`src/tld_pkg.sv`:
```
// Shared constants and transaction types for the TIFF LZW decoder.
package tld_pkg;

  localparam int TABLE_ENTRIES  = 4096;
  localparam int MAX_CODE_WIDTH = 12;
  localparam int CODE_W         = MAX_CODE_WIDTH;
  localparam int ENTRY_W        = CODE_W + 1;
  localparam int TBL_AW         = $clog2(TABLE_ENTRIES);
  localparam int STACK_DEPTH    = 4096;
  localparam int STACK_AW       = $clog2(STACK_DEPTH);
  localparam int DEPTH_W        = STACK_AW + 1;
  localparam int CNT_W          = 24;
  localparam int BUF_W          = 19;
  localparam int BCNT_W         = 5;
  localparam int CWID_W         = 4;

  localparam logic [CODE_W-1:0]  BYTE_CODES = CODE_W'(256);
  localparam logic [CODE_W-1:0]  CODE_CLEAR = CODE_W'(256);
  localparam logic [CODE_W-1:0]  CODE_END   = CODE_W'(257);
  localparam logic [ENTRY_W-1:0] FIRST_FREE = ENTRY_W'(258);
  localparam logic [CWID_W-1:0]  MIN_WIDTH  = CWID_W'(9);
  localparam logic [CWID_W-1:0]  MAX_WIDTH  = CWID_W'(MAX_CODE_WIDTH);
  localparam logic [CNT_W-1:0]   CNT_MAX    = {CNT_W{1'b1}};

  localparam logic CMD_PUSH = 1'b0;
  localparam logic CMD_PULL = 1'b1;

  typedef struct packed {
    logic       command;
    logic [7:0] in_byte;
  } tld_in_t;

  typedef struct packed {
    logic               push_accepted;
    logic               out_valid;
    logic [7:0]         out_byte;
    logic [DEPTH_W-1:0] pending_count;
    logic               stream_done;
    logic [CNT_W-1:0]   consumed_count;
  } tld_out_t;

  typedef struct packed {
    logic              vld;
    logic [CODE_W-1:0] code;
  } tld_code_t;

  typedef struct packed {
    logic [CODE_W-1:0] prefix;
    logic [7:0]        suffix;
  } tld_entry_t;

endpackage

```
`src/tld_unpack.sv`:
```
// MSB-first bit unpacker that gathers compressed bytes into variable-width codes.
module tld_unpack
  import tld_pkg::*;
(
  input  logic              clk,
  input  logic              rst_n,
  input  logic              shift_en,
  input  logic [7:0]        in_byte,
  input  logic [CWID_W-1:0] code_width,
  output tld_code_t         code_o
);

  logic [BUF_W-1:0]   buf_r, buf_nxt;
  logic [BCNT_W-1:0]  cnt_r, cnt_nxt;
  logic [BUF_W-1:0]   joined;
  logic [BUF_W-1:0]   shifted;
  logic [BUF_W-1:0]   low_mask;
  logic [BCNT_W-1:0]  total;
  logic [BCNT_W-1:0]  sh;
  logic [ENTRY_W-1:0] width_mask;

  always_comb begin
    joined     = {buf_r[BUF_W-9:0], in_byte};
    total      = cnt_r + BCNT_W'(8);
    sh         = total - BCNT_W'(code_width);
    shifted    = joined >> sh;
    low_mask   = (BUF_W'(1) << sh) - BUF_W'(1);
    width_mask = (ENTRY_W'(1) << code_width) - ENTRY_W'(1);
    code_o.vld  = total >= BCNT_W'(code_width);
    code_o.code = shifted[CODE_W-1:0] & width_mask[CODE_W-1:0];
    buf_nxt = buf_r;
    cnt_nxt = cnt_r;
    if (shift_en) begin
      if (code_o.vld) begin
        buf_nxt = joined & low_mask;
        cnt_nxt = sh;
      end else begin
        buf_nxt = joined;
        cnt_nxt = total;
      end
    end
  end

  always_ff @(posedge clk) begin
    if (!rst_n) begin
      buf_r <= '0;
      cnt_r <= '0;
    end else begin
      buf_r <= buf_nxt;
      cnt_r <= cnt_nxt;
    end
  end

endmodule

```
`config.mk`:
```
export PLATFORM = sky130hd
export DESIGN_NAME = tld_unpack
export DESIGN_NICKNAME = d
export VERILOG_FILES = /design/src/tld_pkg.sv /design/src/tld_unpack.sv
export SDC_FILE = /design/constraint.sdc
export NUM_CORES = 1
export LEC_CHECK = 0
export BUFFER_PORTS_ARGS = -buffer_cell sky130_fd_sc_hd__clkbuf_2
export CORE_ASPECT_RATIO = 1.4
export CORE_UTILIZATION = 38
export DETAILED_ROUTE_END_ITERATION = 8
export PLACE_DENSITY_LB_ADDON = 0.25
export SLEW_MARGIN = 20
export SYNTH_ARGS = -nofsm -noshare
export SYNTH_HDL_FRONTEND = slang
export SYNTH_SLANG_ARGS = --single-unit
```
`constraint.sdc`:
```
create_clock -name clk -period 5.5 [get_ports clk]
set_input_delay 1.65 -clock clk [delete_from_list [all_inputs] [get_ports clk]]
set_output_delay 1.65 -clock clk [all_outputs]
set_load 0.05 [all_outputs]
```
==> flow_metrics.py, run 1 <==
metrics = {
    "run_status": {
        "run_status": "complete, no violations",
    },
    "logic_synthesis": {
        "synth-seq-area-share_pct": 15.9,
        "syn-num-nets": 295,
        "ys.flop_type": "dfxtp_1",
        "netlist_area_mm2": 0.00202,
        "ys_ff_latch": 16,
        "synth-warning-count": 0,
        "syn-instance-count": 273,
        "yosys.cell_types.count": 45,
        "synth.avg_cell_area_um2": 7.40,
        "synth_edf_count": 0,
        "async_flop_share_pct": 0,
    },
    "sta": {
        "fin_crit_ns": 5.46,
        "finalHoldViolCount": 0,
        "max_slew_margin_pct": 59.0,
        "finalCritPeriodShare_pct": 99.3,
        "skew_ns": 0.00381,
        "worst_slew_pin_slew_ns": 0.610,
        "setup_violations": 0,
        "grt_setup_unrepaired": "true",
        "drv_slew": 0,
        "fmax_mhz": 183,
    },
    "cells_and_area": {
        "final_cell_mix": "buf_4, nand2_1, nor2_1, mux2i_1",
        "multi_input_area_mm2": 0.00171,
        "layout.cells.non_filler": 382,
        "diodes": 0,
        "layout_commonest_cell": "buf_4",
        "syn2layout_area_growth_pct": 35.1,
        "final_cell_area_mm2": 0.00273,
        "nFillCells": 497,
        "drive_gt1_share_pct": 31.3,
        "seq_area_um2": 320,
        "nets": 339,
    },
    "routing": {
        "dr.pass1.iters": 4,
        "vias": 2086,
        "drtIter0Drc": 91,
        "ant_nets": 0,
        "via_per_inst": 5.46,
        "drt_wl_total_um": 5900,
        "wire_per_inst_um": 15.4,
        "post-route-drc-count": 0,
    },
    "worst_setup_path": {
        "cp_data_required_time_ns": 3.85,
        "rr_worst_depth": 16,
        "r2r_setup_slack_ns": 1.84,
        "crit_type": "in -> out",
        "endpoint_kind": "output pin",
        "startpoint_type": "input pin",
        "crit_fanout": 20,
        "worst_ep_arrival_time_ns": 3.81,
    },
    "clock_network": {
        "cts_tree": "built",
        "numCtsBuffers": 3,
        "clk_path_buf_depth": 2,
        "clk-insertion-delay-late_ns": 0.26,
        "cts_root_buffer": "clkbuf_8",
        "cts.sinks": 16,
        "htreeDepth": 1,
        "path_clk_slew_ns": 0.07,
        "postCtsHoldBufs": 0,
    },
    "job": {
        "max_cap_viol_count": 0,
    },
    "power": {
        "finalPower_mw": 1.30,
        "ir_worst_vdd_mv": 0.308,
        "p_leak_nw": 1.14,
        "p_comb_share_pct": 80.5,
        "p_switching_mw": 0.655,
        "swShare_pct": 50.2,
        "seqPwrFrac_pct": 11.2,
        "internal_power_mw": 0.650,
        "power.density_mw_per_mm2": 478,
        "clkPwrFrac_pct": 8.3,
    },
    "placement": {
        "placed_cell_area_mm2": 0.00265,
        "io_buffer_count": 27,
        "post-dp-hpwl_um": 4830,
        "gp_congestion": 0.923,
        "dp_cells": 378,
    },
    "grt": {
        "grt_max_degree": 33,
        "antenna_found_initial": 0,
        "grt_remaining_overflow": 0,
        "grt_pass1_wl_um": 9560,
        "grtUsageTotal_pct": 21.6,
        "grt_pass1_vias": 2031,
    },
    "hold_path": {
        "min_path_type": "reg -> reg",
        "hold_path_depth": 1,
    },
    "floorplanning": {
        "start_util_pct": 39.1,
        "die_y_um": 88.3,
        "die_area_mm2": 0.00561,
        "die_w_um": 63.6,
        "rows": 31,
        "fp.coreArea_mm2": 0.00516,
        "num_io_pins": 28,
    },
}
logic make-up after synthesis:
group	Yosys count	synth area share [%]
XOR/XNOR	10	4.71
flip-flops	16	15.9
multiplexers	38	20.7
adder cells (fa/ha/maj)	7	4.71
AND/OR/NAND/NOR	101	23.4
AO/OA/AOI/OAI	72	23.5
buffers and inverters	29	7.06
per-stage QoR:
stage | setup TNS [ns] | setup slack, ns | util [%] | hold WS (ns)
2_1_floorplan | -0.00664 | -0.00664 | - | 0.441
4_1_cts | 0 | 0.0266 | 52.6 | 0.516
3_5_place_dp | -0.00929 | -0.00929 | 51.3 | 0.500
3_3_place_gp | 0 | 0.000436 | 51.3 | 0.485
6_report | 0 | 0.0382 | 52.9 | 0.507
5_1_grt | -0.0258 | -0.0258 | 52.9 | 0.529
worst paths after layout:
check                                 end          start
worst max-delay path            code_o[5]  code_width[1]
worst min-delay path             cnt_r[0]       cnt_r[0]
worst max register to register   buf_r[4]       cnt_r[0]
worst min register to register   cnt_r[0]       cnt_r[0]
worst max-delay path: stages:
cell and delay [ns]:
clkbuf_2 0.09, buf_4 0.15, fa_1 0.59, buf_12 0.17, mux2i_2 0.28, mux2_2 0.23
nor2_1 0.07, a2111oi_4 0.40, buf_12 0.19
metal layers:
layer | share of wire (%) | up-vias | GRT usage (%)
li1 | - | 1070 | -
met4 | 2.1 | 0 | 5.58
met1 | 44 | 957 | 24.9
met2 | 51 | 47 | 41.9
met3 | 3.2 | 12 | 2.45
met5 | 0 | - | 0
flip-flops by register name, indices dropped and copies added, names as in the netlist:
register and cells:
cnt_r 5, buf_r 11
power by group through the flow:
stage / Combinational (mW) / Sequential (mW) / Clock, mW
2_1_floorplan: 0.699 / 0.143 / 0
5_1_grt: 1.12 / 0.148 / 0.115
4_1_cts: 1.04 / 0.146 / 0.110
3_5_place_dp: 1.03 / 0.149 / 0
3_3_place_gp: 1.02 / 0.148 / 0
6_report: 1.05 / 0.146 / 0.109
what timing repair did:
item,4_1_cts,5_1_grt
endpoints found under the setup margin,2,10
pin swaps,2,1
hold endpoints to repair,0,0
resized for setup,3,7
setup buffers,0,0
final cells by class:
type,count,share of cell area (%)
flip-flops and latches,16,11.7
well taps,66,3.03
inverters,7,0.963
multi-input cells,228,62.5
clock buffers,4,2.02
repair buffers,61,19.7
cells in the mapped netlist (6+ instances only):
| cell | n | area share, % |
|---|---|---|
| xnor2_1 | 6 | 2.6 |
| inv_1 | 7 | 1.3 |
| dfxtp_1 | 16 | 16 |
| mux2i_1 | 26 | 13 |
| nor3_1 | 10 | 2.5 |
| clkbuf_1 | 9 | 1.7 |
| nor2_1 | 24 | 4.5 |
| mux2_2 | 10 | 5.6 |
| a21oi_1 | 19 | 4.7 |
| nand2_1 | 29 | 5.4 |
| o21ai_0 | 18 | 4.5 |
| nand3_1 | 13 | 3.2 |
| ha_1 | 6 | 3.7 |
| nand2b_1 | 8 | 2.5 |
| buf_2 | 9 | 2.2 |
No activity file was read; power rests on OpenSTA's default activity.
==> inputs of run 2 (changes only) <==
CELL_PAD_IN_SITES_DETAIL_PLACEMENT = 1   (was default)
CELL_PAD_IN_SITES_GLOBAL_PLACEMENT = 2   (was default)
CORE_UTILIZATION = 33   (was 38)
CTS_CLUSTER_SIZE = 28   (was default)
==> run 2 against run 1 <==
Wire length up 22%. Utilization fell by 4.4 points. Via count up 3.2%. Register-to-register slack worse by 0.06 ns. Combinational power increased by 9%. Cell count grew 2.1%. Global-route usage is 1.1 points higher. Die area up 15%. Critical path depth fell by 2. Critical path type unchanged. Largest cell class unchanged.
==> flow_metrics.py, run 2 (synthesized netlist as in run 1, its figures left out) <==
metrics = {
    "sta": {
        "fin_crit_ns": 5.46,
        "grt_setup_unrepaired": "true",
        "worst_slew_pin_slew_ns": 0.442,
        "finalHoldViolCount": 0,
        "drv_slew": 0,
        "fin_ws_ns": 0.0434,
        "setup_violations": 0,
        "skew_ns": 0.00498,
        "max_slew_margin_pct": 70.3,
        "fmax_mhz": 183,
        "finalCritPeriodShare_pct": 99.2,
    },
    "worst_setup_path": {
        "crit_type": "in -> out",
        "crit_fanout": 2,
        "r2r_start": "cnt_r[3]",
        "rr_worst_depth": 16,
        "endpoint_kind": "output pin",
        "reg2reg_to": "buf_r[4]",
        "r2r_setup_slack_ns": 1.78,
        "startpoint_type": "input pin",
        "cp_data_required_time_ns": 3.85,
        "worst_ep_arrival_time_ns": 3.81,
    },
    "routing": {
        "dr.pass1.iters": 4,
        "via_per_inst": 5.52,
        "drtIter0Drc": 127,
        "post-route-drc-count": 0,
        "wire_per_inst_um": 18.5,
        "drt_wl_total_um": 7210,
        "vias": 2153,
        "ant_nets": 0,
    },
    "grt": {
        "top_usage_layer": "met2",
        "antenna_found_initial": 0,
        "met2_usage_pct": 41.6,
        "grt_util_met3_pct": 2.29,
        "gr-usage-met1_pct": 28.5,
        "grt_max_degree": 26,
        "grt_pass1_wl_um": 11000,
        "grtUsageTotal_pct": 22.8,
        "grt_remaining_overflow": 0,
        "grt_pass1_vias": 2132,
    },
    "floorplanning": {
        "fp.coreArea_mm2": 0.00586,
        "die_w_um": 68.1,
        "die_area_mm2": 0.00644,
        "num_io_pins": 28,
        "die_y_um": 94.6,
        "rows": 33,
        "start_util_pct": 34.4,
    },
    "cells_and_area": {
        "largest_reg_flops": 11,
        "multi_input_area_mm2": 0.00177,
        "syn2layout_area_growth_pct": 40.7,
        "nFillCells": 722,
        "diodes": 0,
        "layout_commonest_cell": "buf_4",
        "seq_area_um2": 320,
        "nets": 343,
        "reg_top3": "buf_r x11, cnt_r x5",
        "drive_gt1_share_pct": 33.8,
        "regMostFlops": "buf_r",
        "final_cell_mix": "buf_4, nand2_1, nor2_1",
    },
    "placement": {
        "post-dp-hpwl_um": 5620,
        "gp_congestion": 0.873,
        "place_ws_ns": -0.0347,
        "io_buffer_count": 27,
    },
    "clock_network": {
        "htreeDepth": 1,
        "clk_path_buf_depth": 2,
        "postCtsHoldBufs": 0,
        "cts_tree": "built",
        "path_clk_slew_ns": 0.07,
        "cts_root_buffer": "clkbuf_8",
        "numCtsBuffers": 3,
        "clk-insertion-delay-late_ns": 0.26,
        "cts.sinks": 16,
    },
    "power": {
        "power.density_mw_per_mm2": 490,
        "p_leak_nw": 1.18,
        "ir_worst_vdd_mv": 0.242,
        "finalPower_mw": 1.39,
    },
    "job": {
        "max_cap_viol_count": 0,
    },
    "hold_path": {
        "min_to": "cnt_r[0]",
        "hold_path_depth": 1,
        "worstHoldStart": "cnt_r[0]",
        "min_path_type": "reg -> reg",
    },
    "run_status": {
        "run_status": "complete, no violations",
    },
}
## run 2: changes by cell type in the layout (fill, tap and decap cells not counted), moves of 2 or more
cell	change
mux2i_1	-2
xnor2_1	-2
xnor2_2	+3
clkbuf_4	+3
mux2i_2	+2
buf_2	-2
## run 2: where the power goes
part | switching, mW | total [mW] | internal [mW]
clock network | 0.0464 | 0.110 | 0.0636
logic | 0.646 | 1.14 | 0.492
registers | 0.0152 | 0.146 | 0.131
## run 2: worst max-delay path by stage
stage / from / end / slack [ns] / depth (start not counted)
after global placement: code_width[0] / code_o[1] / -0.01 / 9
final: code_width[0] / code_o[3] / 0.04 / 7
after CTS: code_width[0] / code_o[3] / -0.06 / 9
after detailed placement: code_width[0] / code_o[1] / -0.03 / 9
after floorplan: code_width[0] / code_o[8] / -0.007 / 7
after global routing: code_width[0] / code_o[3] / -0.02 / 7
## run 2: metal layers
metal	vias to the layer above	wire length, um
li1	1084	-
met1	1036	3200
met2	27	3830
met3	6	128
met4	0	56
met5	-	0
## run 2: cell type report
| type | instances | share of cell area (%) |
|---|---|---|
| multi-input cells | 229 | 62.3 |
| clock buffers | 4 | 1.94 |
| repair buffers | 64 | 20.5 |
| flip-flops and latches | 16 | 11.3 |
| inverters | 7 | 0.925 |
| well taps | 70 | 3.08 |
## run 2: stage by stage
step / util, % / hold WS [ns] / area (um2) / TNS (ns) / cells
floorplan: - / 0.441 / 2150 / -0.00664 / 273
global placement: 45.2 / 0.482 / 2650 / -0.0135 / 382
detailed placement: 45.2 / 0.491 / 2650 / -0.117 / 382
CTS: 46.5 / 0.509 / 2730 / -0.168 / 386
global route: 48.5 / 0.541 / 2840 / -0.0418 / 390
finish: 48.5 / 0.511 / 2840 / 0 / 390
## run 2: critical path: stages
cell and delay, ns:
clkbuf_2 0.09, ha_1 0.22, fa_2 0.57, buf_4 0.12, mux4_2 0.52, a2111oi_4 0.44
buf_12 0.19
## run 2: repair_timing
action | in CTS | in global routing
resized for setup | 4 | 15
pin swaps | 0 | 4
buffers inserted | 0 | 3
setup endpoints to repair | 8 | 11
cloned | 0 | 1
